$ cat src/rtl/hhe_pkg.sv
// Shared types, constants and helpers for the HTTP host extractor.
package hhe_pkg;

    localparam int unsigned ETH_HEADER_BYTES = 14;
    localparam int unsigned MAX_NAME_LEN     = 255;
    localparam int unsigned MIN_HEADER_BYTES = 20;
    localparam int unsigned KEY_LEN          = 6;

    localparam logic [7:0] CHAR_CR     = 8'h0D;
    localparam logic [7:0] CHAR_LF     = 8'h0A;
    localparam logic [7:0] CHAR_KEY_H  = 8'h48;

    // IPv4 header byte offsets.
    localparam logic [15:0] IP_OFS_VER_IHL   = 16'd0;
    localparam logic [15:0] IP_OFS_LEN_HI    = 16'd2;
    localparam logic [15:0] IP_OFS_LEN_LO    = 16'd3;
    localparam logic [15:0] IP_OFS_SRC_FIRST = 16'd12;
    localparam logic [15:0] IP_OFS_SRC_LAST  = 16'd15;
    localparam logic [15:0] IP_OFS_DST_FIRST = 16'd16;
    localparam logic [15:0] IP_OFS_DST_LAST  = 16'd19;
    // TCP header byte offset of the data offset field.
    localparam logic [15:0] TCP_OFS_DATA_OFS = 16'd12;

    typedef enum logic [1:0] {
        KIND_DOMAIN_BYTE = 2'd0,
        KIND_DOMAIN_DONE = 2'd1,
        KIND_BAD_IP_HDR  = 2'd2,
        KIND_BAD_TCP_HDR = 2'd3
    } t_result_kind;

    typedef enum logic [5:0] {
        PH_ETH     = 6'b000001,
        PH_IP      = 6'b000010,
        PH_TCP     = 6'b000100,
        PH_SEARCH  = 6'b001000,
        PH_CAPTURE = 6'b010000,
        PH_DONE    = 6'b100000
    } t_phase;

    typedef struct packed {
        logic         valid;
        t_result_kind kind;
        logic [7:0]   domain_char;
        logic [31:0]  source_address;
        logic [31:0]  dest_address;
        logic [7:0]   name_length;
        logic         name_truncated;
    } t_result;

    typedef struct packed {
        t_phase      phase;
        logic [15:0] byte_position;
    } t_parse_status;

    // Byte of the "Host: " key at a given match index.
    function automatic logic [7:0] key_byte(input logic [2:0] idx);
        logic [7:0] r;
        case (idx)
            3'd0:    r = 8'h48;
            3'd1:    r = 8'h6F;
            3'd2:    r = 8'h73;
            3'd3:    r = 8'h74;
            3'd4:    r = 8'h3A;
            3'd5:    r = 8'h20;
            default: r = 8'h00;
        endcase
        return r;
    endfunction

endpackage

$ cat src/rtl/hhe_parser.sv
// Per-frame parse state and the next-state logic for one frame byte.
module hhe_parser import hhe_pkg::*; (
    input  logic          i_clk,
    input  logic          i_rst_n,
    input  logic          i_step,
    input  logic [7:0]    i_byte,
    input  logic          i_end,
    output t_result       o_result,
    output t_parse_status o_status
);

    t_phase      r_phase, n_phase;
    logic [15:0] r_pos, n_pos;
    logic [5:0]  r_ip_bytes, n_ip_bytes;
    logic [5:0]  r_tcp_bytes, n_tcp_bytes;
    logic [15:0] r_total_len, n_total_len;
    logic [31:0] r_src, n_src;
    logic [31:0] r_dst, n_dst;
    logic [2:0]  r_key_cnt, n_key_cnt;
    logic [7:0]  r_cap_len, n_cap_len;
    logic        r_cr_seen, n_cr_seen;
    logic        r_cut, n_cut;

    logic [15:0] ofs;
    logic [16:0] ofs_plus1;
    logic [15:0] tcp_ofs;
    logic [16:0] tcp_ofs_plus1;
    logic [16:0] pos_plus1;
    t_result     res;

    always_comb begin
        ofs           = (r_pos >= 16'(ETH_HEADER_BYTES)) ? r_pos - 16'(ETH_HEADER_BYTES) : '0;
        ofs_plus1     = {1'b0, ofs} + 17'd1;
        pos_plus1     = {1'b0, r_pos} + 17'd1;
        tcp_ofs       = ofs - {10'b0, r_ip_bytes};
        tcp_ofs_plus1 = {1'b0, tcp_ofs} + 17'd1;

        n_phase     = r_phase;
        n_pos       = r_pos;
        n_ip_bytes  = r_ip_bytes;
        n_tcp_bytes = r_tcp_bytes;
        n_total_len = r_total_len;
        n_src       = r_src;
        n_dst       = r_dst;
        n_key_cnt   = r_key_cnt;
        n_cap_len   = r_cap_len;
        n_cr_seen   = r_cr_seen;
        n_cut       = r_cut;
        res         = '0;

        case (r_phase)
            PH_ETH: begin
                if (pos_plus1 >= 17'(ETH_HEADER_BYTES)) begin
                    n_phase = PH_IP;
                end
            end
            PH_IP: begin
                if (ofs == IP_OFS_VER_IHL) begin
                    n_ip_bytes = {i_byte[3:0], 2'b00};
                end else if (ofs == IP_OFS_LEN_HI) begin
                    n_total_len = {i_byte, 8'h00};
                end else if (ofs == IP_OFS_LEN_LO) begin
                    n_total_len = {r_total_len[15:8], i_byte};
                end else if (ofs >= IP_OFS_SRC_FIRST && ofs <= IP_OFS_SRC_LAST) begin
                    n_src = {r_src[23:0], i_byte};
                end else if (ofs >= IP_OFS_DST_FIRST && ofs <= IP_OFS_DST_LAST) begin
                    n_dst = {r_dst[23:0], i_byte};
                end
                if (ofs == IP_OFS_VER_IHL && n_ip_bytes < 6'(MIN_HEADER_BYTES)) begin
                    res.valid = 1'b1;
                    res.kind  = KIND_BAD_IP_HDR;
                    n_phase   = PH_DONE;
                end else if (ofs_plus1 >= {11'b0, n_ip_bytes}) begin
                    n_phase = PH_TCP;
                end
            end
            PH_TCP: begin
                if (tcp_ofs == TCP_OFS_DATA_OFS) begin
                    n_tcp_bytes = {i_byte[7:4], 2'b00};
                end
                if (tcp_ofs == TCP_OFS_DATA_OFS && n_tcp_bytes < 6'(MIN_HEADER_BYTES)) begin
                    res.valid = 1'b1;
                    res.kind  = KIND_BAD_TCP_HDR;
                    n_phase   = PH_DONE;
                end else if (tcp_ofs_plus1 == {11'b0, n_tcp_bytes}) begin
                    n_phase = PH_SEARCH;
                end
            end
            PH_SEARCH: begin
                if (ofs >= r_total_len) begin
                    n_phase = PH_DONE;
                end else begin
                    if (r_key_cnt < 3'(KEY_LEN) && i_byte == key_byte(r_key_cnt)) begin
                        n_key_cnt = r_key_cnt + 3'd1;
                    end else begin
                        n_key_cnt = (i_byte == CHAR_KEY_H) ? 3'd1 : 3'd0;
                    end
                    if (n_key_cnt >= 3'(KEY_LEN)) begin
                        n_phase   = PH_CAPTURE;
                        n_cap_len = '0;
                        n_cr_seen = 1'b0;
                        n_cut     = 1'b0;
                    end
                end
            end
            PH_CAPTURE: begin
                if (ofs >= r_total_len) begin
                    n_phase = PH_DONE;
                end else if (r_cr_seen && i_byte == CHAR_LF) begin
                    n_cr_seen            = 1'b0;
                    res.valid            = 1'b1;
                    res.kind             = KIND_DOMAIN_DONE;
                    res.source_address   = r_src;
                    res.dest_address     = r_dst;
                    res.name_length      = r_cap_len;
                    res.name_truncated   = r_cut;
                    n_phase              = PH_DONE;
                end else if (i_byte == CHAR_CR) begin
                    n_cr_seen = 1'b1;
                end else begin
                    n_cr_seen = 1'b0;
                    if (r_cap_len < 8'(MAX_NAME_LEN)) begin
                        res.valid       = 1'b1;
                        res.kind        = KIND_DOMAIN_BYTE;
                        res.domain_char = i_byte;
                        n_cap_len       = r_cap_len + 8'd1;
                    end else begin
                        n_cut = 1'b1;
                    end
                end
            end
            default: begin
            end
        endcase

        if (r_pos != 16'hFFFF) begin
            n_pos = r_pos + 16'd1;
        end

        // The last byte of a frame is handled first, then everything starts over.
        if (i_end) begin
            n_phase     = PH_ETH;
            n_pos       = '0;
            n_ip_bytes  = '0;
            n_tcp_bytes = '0;
            n_total_len = '0;
            n_src       = '0;
            n_dst       = '0;
            n_key_cnt   = '0;
            n_cap_len   = '0;
            n_cr_seen   = 1'b0;
            n_cut       = 1'b0;
        end
    end

    always_ff @(posedge i_clk) begin
        if (!i_rst_n) begin
            r_phase     <= PH_ETH;
            r_pos       <= '0;
            r_ip_bytes  <= '0;
            r_tcp_bytes <= '0;
            r_total_len <= '0;
            r_src       <= '0;
            r_dst       <= '0;
            r_key_cnt   <= '0;
            r_cap_len   <= '0;
            r_cr_seen   <= 1'b0;
            r_cut       <= 1'b0;
        end else if (i_step) begin
            r_phase     <= n_phase;
            r_pos       <= n_pos;
            r_ip_bytes  <= n_ip_bytes;
            r_tcp_bytes <= n_tcp_bytes;
            r_total_len <= n_total_len;
            r_src       <= n_src;
            r_dst       <= n_dst;
            r_key_cnt   <= n_key_cnt;
            r_cap_len   <= n_cap_len;
            r_cr_seen   <= n_cr_seen;
            r_cut       <= n_cut;
        end
    end

    assign o_result = res;
    assign o_status = '{phase: r_phase, byte_position: r_pos};

endmodule

$ cat src/rtl/http_host_extractor_core.sv
// Top level of the HTTP host extractor: input register, parser and result register.
//
//   Channel   Handshake                  Beat payload
//   --------  -------------------------  ---------------------------------------------
//   in        i_in_valid / o_in_ready    i_frame_byte, i_frame_end
//   out       o_out_valid / i_out_ready  o_result_kind, o_domain_char, o_source_address,
//                                        o_dest_address, o_name_length, o_name_truncated
//
// One frame byte is accepted per cycle while the result side keeps up. A byte accepted
// into the input register is parsed out of it when the parser consumes it, which also
// loads its result, if any, into the result register, from which the result beat is taken.
// A synchronous active-low reset clears both valid bits and all parse state, and holds
// the input ready low while it is asserted.
// When the result register is full and not taken, the input register holds its byte
// and the input side backs up; otherwise a new byte can enter every cycle.
module http_host_extractor_core import hhe_pkg::*; (
    input  logic        i_clk,
    input  logic        i_rst_n,
    input  logic        i_in_valid,
    output logic        o_in_ready,
    input  logic [7:0]  i_frame_byte,
    input  logic        i_frame_end,
    output logic        o_out_valid,
    input  logic        i_out_ready,
    output logic [1:0]  o_result_kind,
    output logic [7:0]  o_domain_char,
    output logic [31:0] o_source_address,
    output logic [31:0] o_dest_address,
    output logic [7:0]  o_name_length,
    output logic        o_name_truncated
);

    // Input register holding the next byte to parse.
    logic          r_in_valid;
    logic [7:0]    r_in_byte;
    logic          r_in_end;

    // Result register.
    logic          r_out_valid;
    t_result       r_out;

    logic          consume;
    t_result       parse_res;
    t_parse_status parse_status;

    // The parser consumes the held byte whenever the result register has room
    // for whatever that byte produces, or is being drained this cycle.
    // Nothing is taken in while reset is held.
    assign consume    = r_in_valid && (!r_out_valid || i_out_ready);
    assign o_in_ready = i_rst_n && (!r_in_valid || consume);

    always_ff @(posedge i_clk) begin
        if (!i_rst_n) begin
            r_in_valid <= 1'b0;
        end else if (o_in_ready) begin
            r_in_valid <= i_in_valid;
        end
    end

    always_ff @(posedge i_clk) begin
        if (i_in_valid && o_in_ready) begin
            r_in_byte <= i_frame_byte;
            r_in_end  <= i_frame_end;
        end
    end

    hhe_parser u_parser (
        .i_clk    (i_clk),
        .i_rst_n  (i_rst_n),
        .i_step   (consume),
        .i_byte   (r_in_byte),
        .i_end    (r_in_end),
        .o_result (parse_res),
        .o_status (parse_status)
    );

    // A consumed byte either loads a new result or leaves the register empty;
    // a byte that produces nothing only proceeds once the old result is gone.
    always_ff @(posedge i_clk) begin
        if (!i_rst_n) begin
            r_out_valid <= 1'b0;
        end else if (consume) begin
            r_out_valid <= parse_res.valid;
        end else if (i_out_ready) begin
            r_out_valid <= 1'b0;
        end
    end

    always_ff @(posedge i_clk) begin
        if (consume && parse_res.valid) begin
            r_out <= parse_res;
        end
    end

    assign o_out_valid      = r_out_valid;
    assign o_result_kind    = r_out.kind;
    assign o_domain_char    = r_out.domain_char;
    assign o_source_address = r_out.source_address;
    assign o_dest_address   = r_out.dest_address;
    assign o_name_length    = r_out.name_length;
    assign o_name_truncated = r_out.name_truncated;

    // A held byte that is not consumed stays put.
    a_in_hold: assert property (@(posedge i_clk) disable iff (!i_rst_n)
        (r_in_valid && !consume) |=> (r_in_valid && $stable(r_in_byte) && $stable(r_in_end)))
        else $error("input register lost or changed a held byte");

    // The last byte of a frame returns the parser to the start of a new frame.
    a_frame_restart: assert property (@(posedge i_clk) disable iff (!i_rst_n)
        (consume && r_in_end) |=>
            (parse_status.phase == PH_ETH && parse_status.byte_position == 16'd0))
        else $error("parser did not restart after end of frame");

    // Once a frame is finished, nothing more is reported for it.
    a_done_silent: assert property (@(posedge i_clk) disable iff (!i_rst_n)
        (consume && parse_status.phase == PH_DONE) |-> !parse_res.valid)
        else $error("result produced after frame was finished");

    // Only domain byte beats carry a character.
    a_char_only_on_byte: assert property (@(posedge i_clk) disable iff (!i_rst_n)
        (o_out_valid && o_result_kind != KIND_DOMAIN_BYTE) |-> (o_domain_char == 8'd0))
        else $error("domain character set on a non-byte result");

endmodule

$ cat config.mk
export PLATFORM = sky130hd
export DESIGN_NAME = http_host_extractor_core
export DESIGN_NICKNAME = d
export VERILOG_FILES = /design/src/rtl/hhe_pkg.sv /design/src/rtl/hhe_parser.sv /design/src/rtl/http_host_extractor_core.sv
export SDC_FILE = /design/constraint.sdc
export NUM_CORES = 1
export LEC_CHECK = 0
export BUFFER_PORTS_ARGS = -buffer_cell sky130_fd_sc_hd__buf_2
export CORE_ASPECT_RATIO = 1.25
export CORE_UTILIZATION = 32
export DETAILED_ROUTE_END_ITERATION = 10
export PLACE_DENSITY = 0.46
export REMOVE_ABC_BUFFERS = 1
export SYNTH_ARGS = -nofsm -noshare
export SYNTH_HDL_FRONTEND = slang
export SYNTH_SLANG_ARGS = --single-unit
export TNS_END_PERCENT = 1
$ cat constraint.sdc
create_clock -name i_clk -period 36.1 [get_ports i_clk]
set_input_delay 5.415 -clock i_clk [delete_from_list [all_inputs] [get_ports i_clk]]
set_output_delay 5.415 -clock i_clk [all_outputs]
set_load 0.01 [all_outputs]
* Yosys cells after proc, flatten, opt, wreduce, memory -nomap -nowiden
Cells that the tools add are included.
Cells by class: order comparisons 13, add/sub/neg operators 8, equality and inequality tests 36, multiplexer cells 82, reductions and logical operators 41, bitwise operators 3
Operator list (count):
- 32-bit 2-to-1 mux | 13
- 16-bit 2-to-1 mux | 7
- 6-bit 2-to-1 mux | 18
- 8-bit 2-to-1 mux | 11
- 84-bit 2-to-1 mux | 1
- 73-bit 2-to-1 mux | 1
- 16-bit by 1-bit adder with 17-bit output, second input constant | 3
- 7-bit case mux with 6 select lines | 1
- 16-bit by 2-bit == test with 1-bit output, second input constant | 2
- 16-bit by 4-bit greater-or-equal comparator with 1-bit output, second input constant | 2
- 6-bit case mux with 5 select lines | 1
- 3-bit 2-to-1 mux | 9
- 11-bit 2-to-1 mux | 2
- 17-bit by 6-bit == test with 1-bit output | 1
- 17-bit by 4-bit greater-or-equal comparator with 1-bit output, second input constant | 1
- 17-bit by 6-bit greater-or-equal comparator with 1-bit output | 1
- 16-bit by 1-bit adder with 16-bit output, second input constant | 1
- 16-bit by 4-bit == test with 1-bit output, second input constant | 1
- 8-bit by 4-bit == test with 1-bit output, second input constant | 2
- 16-bit greater-or-equal comparator | 1
- 16-bit by 5-bit greater-or-equal comparator with 1-bit output, second input constant | 1
- 16-bit by 4-bit <= comparator with 1-bit output, second input constant | 1
- 16-bit by 5-bit <= comparator with 1-bit output, second input constant | 1
- 16-bit zero test | 1
- 44 further kinds | 100
Word-level totals: input port bits 13, logic and storage cells 205, register bits 221, output and inout bits 85

* Longest topological paths before layout
depth after elaboration 15, gate-level depth with buffers 27

* Modules after synthesis
From an unflattened synthesis, not the netlist that was laid out.
Unflattened totals: cell total of the unflattened synthesis 1393, area, all modules 12191.7 um2
Modules (own cells, without submodules):
- hhe_parser | times used 1, area each 9315.2 um2, cells each 1288
- http_host_extractor_core | times used 1, area each 2876.5 um2, cells each 105

* Worst setup path after synthesis
Ideal clock, no wire load.
path kind in2reg, from input port i_out_ready, to register r_out (netlist bit o_dest_address[0]), enable pin, library setup time 650 ps, stages on the path 4, path buffers 1, setup slack 23389 ps, data arrival time 12061 ps, cell sequence nor2b_1 -> nand2b_1 -> clkbuf_1 -> a211oi_1
Between the ends: word-level cells in the longest chain between the ends 3
RTL lines:
- from (decl) | RTL line http_host_extractor_core.sv:24 | input logic i_out_ready,
- 1-bit logical OR | RTL line http_host_extractor_core.sv:49 | assign consume = r_in_valid && (!r_out_valid || i_out_ready);
- 1-bit logical AND | RTL line http_host_extractor_core.sv:49
- 1-bit logical AND | RTL line http_host_extractor_core.sv:90 | if (consume && parse_res.valid) begin
- to (signal assigned) | RTL line http_host_extractor_core.sv:91 | r_out <= parse_res;
- to (decl) | RTL line http_host_extractor_core.sv:40 | t_result r_out;
Every way passes these cells. A chain may end at the register's enable or synchronous reset.

* Worst setup path in the final report
from input port i_rst_n, to output port o_in_ready
Between the ends: word-level cells in the longest chain between the ends 1
RTL lines:
- from (decl) | RTL line http_host_extractor_core.sv:18 | input logic i_rst_n,
- 1-bit logical AND | RTL line http_host_extractor_core.sv:50 | assign o_in_ready = i_rst_n && (!r_in_valid || consume);
- to (decl) | RTL line http_host_extractor_core.sv:20 | output logic o_in_ready,
Every way passes these cells.

==> impl_metrics.yaml <==
timing:
  worst_slew_pin_slew_ns: 1.14
  fin_hold_ws_ns: 0.455
  rsz0062_at_grt: "false"
  finalHoldViolCount: 0
  tns_ns: 0
  period_share_pct: 34.9
  post-route-min-period_ns: 12.59
  drv_slew: 0
  setup_viol: 0
  finalClockSkew_ns: 0.0190
  slew_headroom_pct: 23.7
  fmax_mhz: 79.4
die:
  pin_count: 98
  core_mm2: 0.0365
  dieArea_mm2: 0.0381
  die_y_um: 218
  die_w_um: 175
  initial_utilization_pct: 32.7
  rows: 78
global_route:
  overflow: 0
  track_usage_pct: 16.5
  grt_max_degree: 75
  first_global_vias: 9251
  grt_pass1_wl_um: 50900
  antenna_found_initial: 1
clock_network:
  cts_setup_buffers: 0
  cts_inserted_buffers: 25
  cts_buffer_depth: 3
  worstSkewPairLatency_ns: 0.54
  cts_tree: "done"
  holdBufCountCts: 0
  post_cts_resize_count: 0
  cts_sinks: 221
  cts.clk_slew.worst_paths_ns: 0.07
  htree_levels: 1
  cts_root_buf: "clkbuf_16"
route:
  routed_via_density: 5.21
  drt_wl_total_um: 31900
  wl_per_cell_um: 16.8
  post-route-drc-count: 0
  drtIter0Drc: 644
  vias: 9861
  drt_first_pass_iters: 5
  ant_nets: 0
critical_path:
  worstPathArrival_ns: 7.17
  criticalPathCategory: "input port to primary output"
  cp-start-kind: "input port"
  regToRegSetupSlack_ns: 28.33
  critical_path.cell_chain: "buf_2, clkinv_2, a21oi_1, buf_2"
  rr_worst_depth: 20
  cp_slowest_cell: "clkinv_2"
  max_stage_delay_ns: 0.71
  r2r-end: "o_dest_address[3]$_SDFFCE_PP0P_"
  cp_common_cell: "buf_2"
  reg2reg_from: "u_parser.r_pos[4]$_SDFFE_PN0P_"
  cp.required_ns: 30.68
  startpoint: "i_rst_n"
  end_kind: "primary output"
  critPathMaxFanout: 51
final_layout:
  filler_cell_count: 3794
  layout-drive-gt1-share_pct: 13.2
  diodes: 0
  nets: 1451
  area_growth_pct: 14.5
synth:
  ys_seq_area_share_pct: 44.7
  synth_area_mm2: 0.0119
  synth.area.top_cells: "edfxtp_1 23%, dfxtp_1 22%, nor2_1 6.0%"
  avgSynthCellArea_um2: 8.89
  synth.most_common_cell: "nor2_1"
  syn_inst: 1344
  synth-edff-count: 92
  synth_commonest_cells: "191 x nor2_1, 129 x dfxtp_1, 100 x a21oi_1"
  dominantRegCellSynth: "dfxtp_1"
  synth_top_cell_area_share_pct: 23.1
  async_flop_share_pct: 0
  yosysUniqueCellTypes: 76
  ys_ff_latch: 221
  synth_top_area_cell: "edfxtp_1"
  yosysWarnings: 0
pwr:
  p_leak_uw: 0.00565
  ir_drop_v: 0.0000325
  powerDensity_mw_per_mm2: 39.1
min_path:
  worstHoldEndpoint: "u_parser.r_cr_seen$_SDFFE_PN0P_"
  whs_path_depth: 2
  hold_path_class: "flop to flop"
  hp-start: "u_parser.r_cr_seen$_SDFFE_PN0P_"
place:
  gp_congestion: 0.830
  port_buffers: 97
  dp_hpwl_um: 21800
outcome:
  status: "complete, no violations"
job:
  max_cap_violations: 0
[flip-flops by register name, summed over array words and instances, names as in the netlist, 2 cells and up]
register,flops
o_dest_address,32
o_domain_char,8
o_name_length,8
o_result_kind,2
o_source_address,32
r_in_byte,8
u_parser.r_cap_len,8
u_parser.r_dst,32
u_parser.r_ip_bytes,6
u_parser.r_key_cnt,3
u_parser.r_phase,6
u_parser.r_pos,16
u_parser.r_src,32
u_parser.r_tcp_bytes,6
u_parser.r_total_len,16
[cell families (layout without fill, tap and decap cells)]
kind of cell | Yosys count | after routing | share of synthesized area [%]
AOI/OAI and AO/OA | 293 | 293 | 16.0
xor gates and xnor gates | 56 | 56 | 4.10
adders and majority gates | 43 | 43 | 4.57
buffers and inverters | 143 | 212 | 4.63
DFF | 221 | 221 | 44.7
muxes | 26 | 26 | 2.21
and+or+nand+nor | 562 | 562 | 23.8
[per-layer routing]
metal | share of wire (%) | vias up | track usage [%]
met5 | 0.041 | - | 0
met4 | 2.0 | 2 | 4.67
met3 | 3.4 | 48 | 2.16
met2 | 49 | 183 | 29.4
met1 | 45 | 4669 | 20.7
li1 | - | 4959 | -
[worst max-delay path by stage]
stage	depth (start not counted)	slack [ns]	to
floorplan	3	23.27	o_dest_address[0]$_SDFFCE_PP0P_
global placement	4	23.44	o_in_ready
detailed placement	4	23.42	o_in_ready
CTS	4	23.42	o_in_ready
global route	4	23.29	o_in_ready
finish	4	23.51	o_in_ready
[layout make-up]
cell class              instances  area, um2  area share, %
clock inverters                 8        126          0.924
inverters                      47        178           1.30
repair buffers                120        658           4.81
multi-input cells             980       6090           44.5
well taps                     480        601           4.39
clock buffers                  37        681           4.98
flip-flops and latches        221       5350           39.1
[metrics by stage]
| stage | power [uW] | cells | area, um2 | setup slack, ns | utilization (%) |
|---|---|---|---|---|---|
| after global placement | 286 | 1848 | 12900 | 23.44 | 35.3 |
| after global routing | 555 | 1893 | 13700 | 23.29 | 37.5 |
| after CTS | 544 | 1893 | 13700 | 23.42 | 37.5 |
| after floorplan | 276 | 1248 | 11600 | 23.27 | - |
| after detailed placement | 286 | 1848 | 12900 | 23.42 | 35.3 |
| final | 535 | 1893 | 13700 | 23.51 | 37.5 |
[power by group]
| group | total, uW | internal [uW] | switching [uW] |
|---|---|---|---|
| logic | 18.8 | 4.84 | 14.0 |
| clock network | 255 | 152 | 103 |
| registers | 261 | 259 | 1.81 |
[critical path, delay by kind of cell]
kind / cells / cell delay, ns
compound gates: 1 / 0.51
buf+inv: 3 / 1.20
[layout by cell type, fill, tap and decap left out, types with 42 or more instances in the layout]
master	n
nor2_1	190
dfxtp_1	129
a21oi_1	99
buf_2	97
edfxtp_1	92
and3_1	84
nand2_1	81
a22oi_1	64
nand3_1	43
inv_1	43
ha_1	42
Power figures use the tool's default switching activity.
